`src/hw/rtl/hsfd_pkg.sv`:
```
package hsfd_pkg;

    localparam int unsigned WIDTH_W = 16;
    localparam int unsigned COUNT_W = 6;

    localparam logic [WIDTH_W-1:0] LEADER_THR_RST = 16'h0288;
    localparam logic [WIDTH_W-1:0] ONE_THR_RST    = 16'h01A7;

    // Bit counts after which a byte boundary or the frame end is reached
    localparam logic [COUNT_W-1:0] CNT_HUM_HI   = 6'd8;
    localparam logic [COUNT_W-1:0] CNT_HUM_END  = 6'd16;
    localparam logic [COUNT_W-1:0] CNT_TEMP_HI  = 6'd24;
    localparam logic [COUNT_W-1:0] CNT_TEMP_END = 6'd32;
    localparam logic [COUNT_W-1:0] CNT_FRAME    = 6'd40;

    typedef enum logic [1:0] {
        CFG_LEADER_THR = 2'd0,
        CFG_ONE_THR    = 2'd1
    } t_cfg_idx;

    typedef enum logic {
        OP_START = 1'b0,
        OP_PULSE = 1'b1
    } t_op;

    typedef struct packed {
        logic [WIDTH_W-1:0] leader;
        logic [WIDTH_W-1:0] one;
    } t_thresholds;

    typedef struct packed {
        logic [15:0] humidity;
        logic [15:0] temperature;
        logic        checksum_ok;
        logic        protocol_error;
    } t_result;

endpackage

```
`src/hw/rtl/humidity_sensor_pulse_frame_decoder.sv`:
```
// Single-wire humidity sensor frame decoder.
// Input channel (i_in_valid / o_in_ready): one transaction per item. i_op low
// starts a new frame and clears the frame state; i_op high carries one
// measured pulse width in i_pulse_width. Widths at or above the leader
// threshold are skipped until the first data bit, and after it they end the
// frame with a protocol error result. Other widths give one bit, MSB first.
// Output channel (o_out_valid / i_out_ready): one transaction per finished
// frame (humidity, temperature, checksum flag) or per protocol error.
// Configuration channel (i_cfg_valid / o_cfg_ready): index 0 is the leader
// threshold, index 1 the one threshold; other indexes are dropped. Always
// ready; write only while the block is idle.
// A result is registered and appears on the output in the cycle after the pulse
// that completes it is accepted. Throughput: one item per cycle while the output
// slot has space, as the shift and checksum registers update on each item.
// Reset (synchronous, active low): thresholds return to 648 and 423 ticks,
// the frame state clears and the output slot empties.
// Stall: while a result waits and i_out_ready is low, o_in_ready drops;
// when the result is taken, a new item is accepted in the same cycle.
module humidity_sensor_pulse_frame_decoder (
    input  logic        i_clk,
    input  logic        i_rst_n,
    // Input transactions
    input  logic        i_in_valid,
    output logic        o_in_ready,
    input  logic        i_op,
    input  logic [15:0] i_pulse_width,
    // Result transactions
    output logic        o_out_valid,
    input  logic        i_out_ready,
    output logic [15:0] o_humidity,
    output logic [15:0] o_temperature,
    output logic        o_checksum_ok,
    output logic        o_protocol_error,
    // Configuration writes
    input  logic        i_cfg_valid,
    output logic        o_cfg_ready,
    input  logic [1:0]  i_cfg_index,
    input  logic [15:0] i_cfg_data
);
    import hsfd_pkg::*;

    t_thresholds thr;
    t_result     core_result;
    t_result     out_result;
    logic        core_emit;
    logic        slot_free;
    logic        in_accept;

    assign o_cfg_ready = 1'b1;

    hsfd_cfg_regs u_cfg (
        .i_clk      (i_clk),
        .i_rst_n    (i_rst_n),
        .i_wr_en    (i_cfg_valid && o_cfg_ready),
        .i_wr_index (i_cfg_index),
        .i_wr_data  (i_cfg_data),
        .o_thr      (thr)
    );

    // Advance the frame only on an accepted transaction
    assign o_in_ready = slot_free;
    assign in_accept  = i_in_valid && o_in_ready;

    hsfd_core u_core (
        .i_clk         (i_clk),
        .i_rst_n       (i_rst_n),
        .i_accept      (in_accept),
        .i_op          (i_op),
        .i_pulse_width (i_pulse_width),
        .i_thr         (thr),
        .o_emit        (core_emit),
        .o_result      (core_result)
    );

    // Hold the result until the receiver takes it
    hsfd_out_reg u_out (
        .i_clk    (i_clk),
        .i_rst_n  (i_rst_n),
        .i_load   (in_accept && core_emit),
        .i_result (core_result),
        .i_ready  (i_out_ready),
        .o_valid  (o_out_valid),
        .o_result (out_result),
        .o_space  (slot_free)
    );

    assign o_humidity       = out_result.humidity;
    assign o_temperature    = out_result.temperature;
    assign o_checksum_ok    = out_result.checksum_ok;
    assign o_protocol_error = out_result.protocol_error;

endmodule

```
`src/hw/rtl/hsfd_cfg_regs.sv`:
```
module hsfd_cfg_regs (
    input  logic                 i_clk,
    input  logic                 i_rst_n,
    input  logic                 i_wr_en,
    input  logic [1:0]           i_wr_index,
    input  logic [15:0]          i_wr_data,
    output hsfd_pkg::t_thresholds o_thr
);
    import hsfd_pkg::*;

    t_thresholds r_thr;

    always_ff @(posedge i_clk) begin
        if (!i_rst_n) begin
            r_thr.leader <= LEADER_THR_RST;
            r_thr.one    <= ONE_THR_RST;
        end else if (i_wr_en) begin
            // Writes to unknown indexes are dropped
            if (i_wr_index == CFG_LEADER_THR) begin
                r_thr.leader <= i_wr_data;
            end else if (i_wr_index == CFG_ONE_THR) begin
                r_thr.one <= i_wr_data;
            end
        end
    end

    assign o_thr = r_thr;

endmodule

```
`src/hw/rtl/hsfd_core.sv`:
```
module hsfd_core (
    input  logic                  i_clk,
    input  logic                  i_rst_n,
    input  logic                  i_accept,
    input  logic                  i_op,
    input  logic [15:0]           i_pulse_width,
    input  hsfd_pkg::t_thresholds i_thr,
    output logic                  o_emit,
    output hsfd_pkg::t_result     o_result
);
    import hsfd_pkg::*;

    logic [15:0]        r_hum, n_hum;
    logic [15:0]        r_temp, n_temp;
    logic [7:0]         r_csum, n_csum;
    logic [7:0]         r_sum, n_sum;
    logic [COUNT_W-1:0] r_cnt, n_cnt;
    logic               r_leaders_ok, n_leaders_ok;
    logic               r_done, n_done;

    logic is_leader;
    logic data_bit;

    assign is_leader = (i_pulse_width >= i_thr.leader);
    assign data_bit  = (i_pulse_width >= i_thr.one);

    always_comb begin
        n_hum        = r_hum;
        n_temp       = r_temp;
        n_csum       = r_csum;
        n_sum        = r_sum;
        n_cnt        = r_cnt;
        n_leaders_ok = r_leaders_ok;
        n_done       = r_done;
        o_emit       = 1'b0;
        o_result     = '0;

        if (t_op'(i_op) == OP_START) begin
            n_hum        = '0;
            n_temp       = '0;
            n_csum       = '0;
            n_sum        = '0;
            n_cnt        = '0;
            n_leaders_ok = 1'b1;
            n_done       = 1'b0;
        end else if (!r_done) begin
            if (is_leader) begin
                if (!r_leaders_ok) begin
                    n_done                  = 1'b1;
                    o_emit                  = 1'b1;
                    o_result.protocol_error = 1'b1;
                end
            end else begin
                n_leaders_ok = 1'b0;
                // Shift the bit into the field that the count selects
                if (r_cnt < CNT_HUM_END) begin
                    n_hum = {r_hum[14:0], data_bit};
                end else if (r_cnt < CNT_TEMP_END) begin
                    n_temp = {r_temp[14:0], data_bit};
                end else begin
                    n_csum = {r_csum[6:0], data_bit};
                end
                n_cnt = r_cnt + 1'b1;

                priority if (n_cnt == CNT_HUM_HI || n_cnt == CNT_HUM_END) begin
                    n_sum = r_sum + n_hum[7:0];
                end else if (n_cnt == CNT_TEMP_HI || n_cnt == CNT_TEMP_END) begin
                    n_sum = r_sum + n_temp[7:0];
                end else if (n_cnt >= CNT_FRAME) begin
                    n_done               = 1'b1;
                    o_emit               = 1'b1;
                    o_result.humidity    = n_hum;
                    o_result.temperature = n_temp;
                    o_result.checksum_ok = (r_sum == n_csum);
                end else begin
                    n_sum = r_sum;
                end
            end
        end
    end

    always_ff @(posedge i_clk) begin
        if (!i_rst_n) begin
            r_hum        <= '0;
            r_temp       <= '0;
            r_csum       <= '0;
            r_sum        <= '0;
            r_cnt        <= '0;
            r_leaders_ok <= 1'b1;
            r_done       <= 1'b0;
        end else if (i_accept) begin
            r_hum        <= n_hum;
            r_temp       <= n_temp;
            r_csum       <= n_csum;
            r_sum        <= n_sum;
            r_cnt        <= n_cnt;
            r_leaders_ok <= n_leaders_ok;
            r_done       <= n_done;
        end
    end

endmodule

```
`src/hw/rtl/hsfd_out_reg.sv`:
```
module hsfd_out_reg (
    input  logic              i_clk,
    input  logic              i_rst_n,
    input  logic              i_load,
    input  hsfd_pkg::t_result i_result,
    input  logic              i_ready,
    output logic              o_valid,
    output hsfd_pkg::t_result o_result,
    output logic              o_space
);
    import hsfd_pkg::*;

    logic    r_valid;
    t_result r_result;

    // Slot is free when empty or drained in this cycle
    assign o_space = !r_valid || i_ready;

    always_ff @(posedge i_clk) begin
        if (!i_rst_n) begin
            r_valid <= 1'b0;
        end else if (o_space) begin
            r_valid <= i_load;
        end
    end

    always_ff @(posedge i_clk) begin
        if (o_space && i_load) begin
            r_result <= i_result;
        end
    end

    assign o_valid  = r_valid;
    assign o_result = r_result;

endmodule
```
`config.mk`:
```
export PLATFORM = sky130hd
export DESIGN_NAME = humidity_sensor_pulse_frame_decoder
export DESIGN_NICKNAME = d
export VERILOG_FILES = /design/src/hw/rtl/hsfd_pkg.sv /design/src/hw/rtl/humidity_sensor_pulse_frame_decoder.sv /design/src/hw/rtl/hsfd_cfg_regs.sv /design/src/hw/rtl/hsfd_core.sv /design/src/hw/rtl/hsfd_out_reg.sv
export SDC_FILE = /design/constraint.sdc
export NUM_CORES = 1
export LEC_CHECK = 0
export BUFFER_PORTS_ARGS = -buffer_cell sky130_fd_sc_hd__buf_2
export CAP_MARGIN = 20
export CORE_ASPECT_RATIO = 0.5
export CORE_MARGIN = 8
export CORE_UTILIZATION = 63
export DETAILED_ROUTE_END_ITERATION = 10
export GPL_ROUTABILITY_DRIVEN = 0
export GPL_TIMING_DRIVEN = 0
export PLACE_DENSITY = 0.87
export SYNTH_ARGS = -nofsm -noshare
export SYNTH_HDL_FRONTEND = slang
export SYNTH_SLANG_ARGS = --single-unit
```
`constraint.sdc`:
```
create_clock -name i_clk -period 7.2 [get_ports i_clk]
set_clock_uncertainty 0.05 [all_clocks]
set_input_delay 0.36 -clock i_clk [delete_from_list [all_inputs] [get_ports i_clk]]
set_output_delay 0.36 -clock i_clk [all_outputs]
set_load 0.02 [all_outputs]
```
; After elaboration in Yosys (flattened, before gate mapping)
; Index checks and enable logic that the tools add are counted.
[word_totals]
register_bits = 123
input_bits = 40
output_inout_bits = 37
elab_cells = 92
[op_classes]
addsub = 3
magnitude_cmp = 5
n_eq_ne = 9
mux = 43
bitwise_logic = 4
reduce_logical = 14
[ops]
columns = op, count
row1 = two-way mux 16 bit, 15
row2 = two-way mux 8 bit, 13
row3 = >= comparator 16 bit, 2
row4 = two-way mux 6 bit, 3
row5 = adder 8 bit, 2
row6 = equality test 6 x 5 -> 1 bit (second input constant), 2
row7 = two-way mux 1 bit, 12
row8 = equality test 8 bit, 1
row9 = adder 6 x 1 -> 6 bit (second input constant), 1
row10 = equality test 6 x 4 -> 1 bit (second input constant), 1
row11 = equality test 6 bit (second input constant), 1
row12 = >= comparator 6 bit (second input constant), 1
row13 = < comparator 6 x 5 -> 1 bit (second input constant), 1
row14 = < comparator 6 bit (second input constant), 1
row15 = AND reduction 3 bit, 2
row16 = OR reduction 6 bit, 1
row17 = inequality test 2 bit (second input constant), 2
row18 = NOT 1 bit, 4
row19 = AND reduction 4 bit, 1
row20 = logical AND 1 bit, 3
row21 = logical OR 1 bit, 3
row22 = inequality test 3 x 1 -> 1 bit (second input constant), 1
row23 = OR reduction 3 bit, 1
row24 = equality test 2 x 1 -> 1 bit (second input constant), 1
row25 = other kinds (3), 3

; Longest topological paths before layout
[logic_depth]
word_depth = 12
depth_mapped = 17
mapped_depth_nobuf = 17

; Modules after synthesis
; From an unflattened synthesis, not the netlist that was laid out.
[hier_totals]
cells_unflattened = 664
area_unflattened_um2 = 6576.3
[modules_own_cells]
columns = mod, instances, cells_each, area_per_inst_um2, seq_area_each_um2
row1 = hsfd_core, 1, 488, 4134.0, 1121.1
row2 = hsfd_cfg_regs, 1, 133, 1340.0, 640.6
row3 = hsfd_out_reg, 1, 39, 1078.5, 1041.0
row4 = humidity_sensor_pulse_frame_decoder, 1, 4, 23.8, 0.0

; Worst setup path after synthesis
; Ideal clock, no wire load.
[synth_path]
kind = in2reg
from = in i_pulse_width[6]
to = reg u_out.r_result, in the netlist u_out.o_result[0] (enable)
setup_time_ps = 425
t_arrival_ps = 3498
required_time_ps = 6725
slack_ps = 3227
path_stages = 7
n_path_buf = 0
path_cell_list = ha_1 -> a21o_1 -> a221oi_1 -> o21ai_0 -> a21oi_1 -> mux2_2 -> nor2_1
[synth_via]
elab_chain_cells = 6
[synth_lines]
columns = item, line
row1 = "start, declared", humidity_sensor_pulse_frame_decoder.sv:26  ; input logic [15:0] i_pulse_width,
row2 = >= comparator 16 bit, hsfd_core.sv:24  ; assign is_leader = (i_pulse_width >= i_thr.leader);
row3 = two-way mux 1 bit, hsfd_core.sv:47  ; if (is_leader) begin
row4 = two-way mux 1 bit, hsfd_core.sv:46  ; end else if (!r_done) begin
row5 = two-way mux 1 bit, hsfd_core.sv:38  ; if (t_op'(i_op) == OP_START) begin
row6 = logical AND 1 bit, humidity_sensor_pulse_frame_decoder.sv:79  ; .i_load (in_accept && core_emit),
row7 = logical AND 1 bit, hsfd_out_reg.sv:28  ; if (o_space && i_load) begin
row8 = "end signal, assigned", hsfd_out_reg.sv:29  ; r_result <= i_result;
row9 = "end, declared", hsfd_out_reg.sv:14  ; t_result r_result;
; Every way passes these cells.
; A chain may end at the register's enable or synchronous reset.

; Worst setup path in the final report
[layout_path]
from = reg u_cfg.r_thr, in the netlist u_cfg.o_thr[6]
to = reg u_core.r_sum[6]
[layout_via]
elab_chain_cells = 12
word_cells_on_any_way = 17
cone_classes = add/sub (2) / order compare (1) / mux (14)
[layout_lines]
columns = item, line
row1 = "start, declared", hsfd_cfg_regs.sv:11  ; t_thresholds r_thr;
row2 = >= comparator 16 bit (*), hsfd_core.sv:25  ; assign data_bit = (i_pulse_width >= i_thr.one);
row3 = two-way mux 16 bit, hsfd_core.sv:58  ; end else if (r_cnt < CNT_TEMP_END) begin
row4 = two-way mux 16 bit, hsfd_core.sv:56  ; if (r_cnt < CNT_HUM_END) begin
row5 = two-way mux 16 bit, hsfd_core.sv:47
row6 = two-way mux 16 bit, hsfd_core.sv:46
row7 = two-way mux 16 bit, hsfd_core.sv:38
row8 = adder 8 bit, hsfd_core.sv:68  ; n_sum = r_sum + n_temp[7:0];
row9 = two-way mux 8 bit, hsfd_core.sv:67  ; end else if (n_cnt == CNT_TEMP_HI || n_cnt == CNT_TEMP_END) begin
row10 = two-way mux 8 bit (*), hsfd_core.sv:65  ; priority if (n_cnt == CNT_HUM_HI || n_cnt == CNT_HUM_END) begin
row11 = two-way mux 8 bit (*), hsfd_core.sv:47
row12 = two-way mux 8 bit (*), hsfd_core.sv:46
row13 = two-way mux 8 bit (*), hsfd_core.sv:38
row14 = "end signal, assigned", hsfd_core.sv:95  ; r_sum <= n_sum;
row15 = "end, declared", hsfd_core.sv:16  ; logic [7:0] r_sum, n_sum;
; Mark *: on every way between the ends. The rest lies on a longest branch, timed or not. The select of a mux whose other input is x is not followed.

==> out/results.md <==
Run status
- run status: finished, final reports clean

CTS
- number of levels the H-tree was split into: 4
- # hold bufs at CTS: 0
- clock latency on the worst-skew pair: 0.42 ns
- TritonCTS clock tree: yes
- Max Root-Sink Buffers: 2
- number of sinks driven by the clock tree: 123
- clock buffers created by TritonCTS: 17
- number of gates resized after cts: 0
- clock slew seen by the registers of the worst setup and hold paths: 0.06 ns
- number of buffers added for setup after CTS: 0
- clock root buffer: sky130_fd_sc_hd__clkbuf_16

GRT
- largest net degree at the start of global routing: 35
- overall global routing resource usage: 23.1%
- number of global-route vias before repair: 5,214
- wire length of the first global-routing pass: 24,700 um
- antenna violations before repair: 0
- overflow left after global routing: 0

Pwr
- portion of total power attributed to the clock network: 49.4%
- combinational group share of total power: 6.6%
- power density over cell area: 227 nW/um^2
- leakage: 2.96 nW
- power share of the sequential group: 43.9%
- net switching power: 404 uW
- worst vdd ir: 171 uV
- share of total power consumed by net switching: 24.6%
- internal power: 1.24 mW

Floorplan
- effective utilization at floorplan: 64.6%
- width of the chip: 155 um
- row count: 25
- Total Die Area: 13,300 sq um
- I/O pins: 77
- Die Y-Extent: 85.6 um
- area of the core: 9450 sq um

Critical path
- startpoint class of the critical path: flip-flop
- slowest stage cell, crit path: sky130_fd_sc_hd__a311oi_1
- Critical path buffers and inverters: 2
- cell-by-cell listing of the critical path: inv_1 -> ha_1 -> and3_1 -> o2111ai_1 -> a311oi_1 -> nor3_1 -> o32ai_1 -> ha_1 -> inv_1 -> fa_1 -> nor2b_1 -> o21ai_0 -> a21boi_0 -> or4_1 -> nand3_1 -> a22o_1
- Worst Path Max Fanout: 6
- Worst Path Required: 7.46 ns
- slowest cell delay on critical path: 0.79 ns
- cell family with most CP delay: compound AO/OA/AOI/OAI gates
- critical path type: reg2reg
- data arrival time of the critical path: 4.48 ns
- kind of capture point of the worst setup path: flip-flop

Timing
- final hold violation count: 0
- max-slew violation total from the final report: 0
- final setup violation count: 0
- worst slew slack as a fraction of its limit: 34.2%
- Total Neg Setup Slack: 0 ns
- maximum clock frequency: 237 MHz
- worst-case setup margin in the final layout: 2.99 ns
- final critical-path share of the clock period: 58.5%
- setup repair after global routing missed its margin: no
- final hold slack: 0.117 ns
- min cycle time layout: 4.21 ns
- Worst-Margin Slew: 0.981 ns

Synth
- Post-Synthesis Net Count: 729
- number of distinct standard cells referenced by the synthesized netlist: 63
- number of enable flip-flop cells after synthesis: 34
- synthesized cell area: 6110 sq um
- cells after synthesis: 648
- share of synthesized flip-flops with an asynchronous set or reset: 0%
- Post-synth top flop: sky130_fd_sc_hd__dfxtp_1
- number of synthesis warnings: 0
- average footprint of a synthesized cell: 9.42 sq um
- synthesized flop and latch total: 123
- sequential-to-total area share from yosys stat: 45.9%

Routing
- DRC viols: 0
- routed wire length per instance: 17.0 um
- drt initial violations: 387
- number of nets still failing antenna checks after routing: 0
- number of optimization iterations in the first detailed-route pass: 6
- via count: 5,263
- wirelength, routed: 15,200 um
- Avg Vias per Cell: 5.91

Finish
- final design area excluding fillers: 7230 sq um
- antenna diode count: 0
- Layout Area Growth over Synthesis: 18.4%
- nets: 824
- fraction of final layout cells with drive strength greater than 1: 17.7%

Placement
- pre-CTS WS: 2.88 ns
- HPWL Detailed: 10,700 um
- Area after DPL: 6670 sq um
- count of input and output buffers: 75

Min path
- path category of the worst min-delay check: in2reg

Flow run
- count of max-cap constraint violations: 0

==> through the flow <==
stage,util [%],power [mW],std cells
floorplan,-,0.802,648
global placement,70.4,0.836,858
detailed placement,70.6,0.842,859
CTS,76.6,1.65,891
global route,76.6,1.69,891
finish,76.6,1.64,891
==> sequential cells by signal, indices dropped and copies added (netlist names) <==
signal               flops
u_cfg.o_thr             32
u_core.r_cnt             6
u_core.r_csum            8
u_core.r_done            1
u_core.r_hum            16
u_core.r_leaders_ok      1
u_core.r_sum             8
u_core.r_temp           16
u_out.o_result          34
u_out.o_valid            1
==> worst register-to-register path: stages, from the launching register on <==
cell                        delay, ns
sky130_fd_sc_hd__dfxtp_1         0.34
sky130_fd_sc_hd__inv_1           0.06
sky130_fd_sc_hd__ha_1            0.28
sky130_fd_sc_hd__and3_1          0.19
sky130_fd_sc_hd__o2111ai_1       0.13
sky130_fd_sc_hd__a311oi_1        0.79
sky130_fd_sc_hd__nor3_1          0.11
sky130_fd_sc_hd__o32ai_1         0.38
sky130_fd_sc_hd__ha_1            0.27
sky130_fd_sc_hd__inv_1           0.07
sky130_fd_sc_hd__fa_1            0.41
sky130_fd_sc_hd__nor2b_1         0.13
sky130_fd_sc_hd__o21ai_0         0.11
sky130_fd_sc_hd__a21boi_0        0.36
sky130_fd_sc_hd__or4_1           0.17
sky130_fd_sc_hd__nand3_1         0.08
sky130_fd_sc_hd__a22o_1          0.19
==> layout by cell type, fill, tap and decap left out, types with 17 or more instances in the layout <==
cell and n:
sky130_fd_sc_hd__mux2i_1 24, sky130_fd_sc_hd__nor2_1 36, sky130_fd_sc_hd__inv_1 42, sky130_fd_sc_hd__a22o_1 39, sky130_fd_sc_hd__nand2_1 111, sky130_fd_sc_hd__buf_2 81, sky130_fd_sc_hd__ha_1 40, sky130_fd_sc_hd__clkbuf_16 17
sky130_fd_sc_hd__clkbuf_1 19, sky130_fd_sc_hd__a21oi_1 54, sky130_fd_sc_hd__dfxtp_1 89, sky130_fd_sc_hd__edfxtp_1 34
==> layer usage <==
layer  vias to the layer above  share of wire [%]  GRT usage (%)
met2                       276                 46           38.7
met4                         0                1.8           9.62
met5                         -                  0              0
met3                        35                8.7           6.37
met1                      2444                 43           27.9
li1                       2508                  -              -
==> Yosys cell counts (4+ instances only) <==
| master | count | area share [%] |
|---|---|---|
| sky130_fd_sc_hd__dfxtp_1 | 89 | 29 |
| sky130_fd_sc_hd__mux2i_1 | 24 | 3.9 |
| sky130_fd_sc_hd__inv_1 | 42 | 2.6 |
| sky130_fd_sc_hd__buf_2 | 6 | 0.49 |
| sky130_fd_sc_hd__xor2_1 | 9 | 1.3 |
| sky130_fd_sc_hd__nand4_1 | 4 | 0.41 |
| sky130_fd_sc_hd__a21oi_1 | 54 | 4.4 |
| sky130_fd_sc_hd__clkbuf_1 | 19 | 1.2 |
| sky130_fd_sc_hd__xnor2_1 | 8 | 1.1 |
| sky130_fd_sc_hd__a22o_1 | 39 | 5.6 |
| sky130_fd_sc_hd__nand2_1 | 111 | 6.8 |
| sky130_fd_sc_hd__a211oi_1 | 4 | 0.49 |
| sky130_fd_sc_hd__o21ai_0 | 11 | 0.90 |
| sky130_fd_sc_hd__o211ai_1 | 13 | 1.6 |
| sky130_fd_sc_hd__ha_1 | 40 | 8.2 |
| sky130_fd_sc_hd__nand3_1 | 10 | 0.82 |
| sky130_fd_sc_hd__edfxtp_1 | 34 | 17 |
| sky130_fd_sc_hd__nor2_1 | 37 | 2.3 |
| sky130_fd_sc_hd__and3_1 | 7 | 0.72 |
| sky130_fd_sc_hd__nor3_1 | 6 | 0.49 |
| sky130_fd_sc_hd__a21o_1 | 7 | 0.86 |
| sky130_fd_sc_hd__o22ai_1 | 8 | 0.82 |
==> area by class of cell <==
cell class                 instances  area [sq um]
clock buffer                      17           425
tap                              135           169
inverter                          42           158
multi-input combinational        449          2980
sequential                       123          2800
clock inverter                    15           141
timing repair buffer              76           383
buffer                            34           170
fill                             651          2210
==> worst paths after layout <==
kind,start,end,slack (ns),depth (start not counted)
max,u_cfg.o_thr[6]$_SDFFE_PN0P_,u_core.r_sum[6]$_SDFFE_PN0P_,2.99,16
min,i_cfg_data[0],u_cfg.o_thr[0]$_SDFFE_PN1P_,0.12,3
max reg2reg,u_cfg.o_thr[6]$_SDFFE_PN0P_,u_core.r_sum[6]$_SDFFE_PN0P_,2.99,16
min reg2reg,u_cfg.o_thr[29]$_SDFFE_PN0P_,u_cfg.o_thr[29]$_SDFFE_PN0P_,0.40,2
==> power by group through the flow <==
stage | Sequential [mW] | Combinational, mW | Clock [mW]
after floorplan | 0.738 | 0.0645 | 0
after global placement | 0.736 | 0.0995 | 0
after detailed placement | 0.737 | 0.105 | 0
after CTS | 0.722 | 0.107 | 0.818
after global routing | 0.723 | 0.119 | 0.850
final | 0.722 | 0.109 | 0.812
==> kinds of logic (layout without fill, tap and decap cells) <==
group | Yosys count | in the layout | synth area share, %
AO/OA/AOI/OAI | 169 | 169 | 19.6
flip-flops | 123 | 123 | 45.9
buffers and inverters | 76 | 184 | 5.37
multiplexers | 25 | 25 | 4.12
AND/OR/NAND/NOR | 196 | 196 | 14.0
other | 1 | 1 | 0.0614
XOR/XNOR | 17 | 17 | 2.44
adder cells (fa/ha/maj) | 41 | 41 | 8.52
No activity file was read; power rests on OpenSTA's default activity.
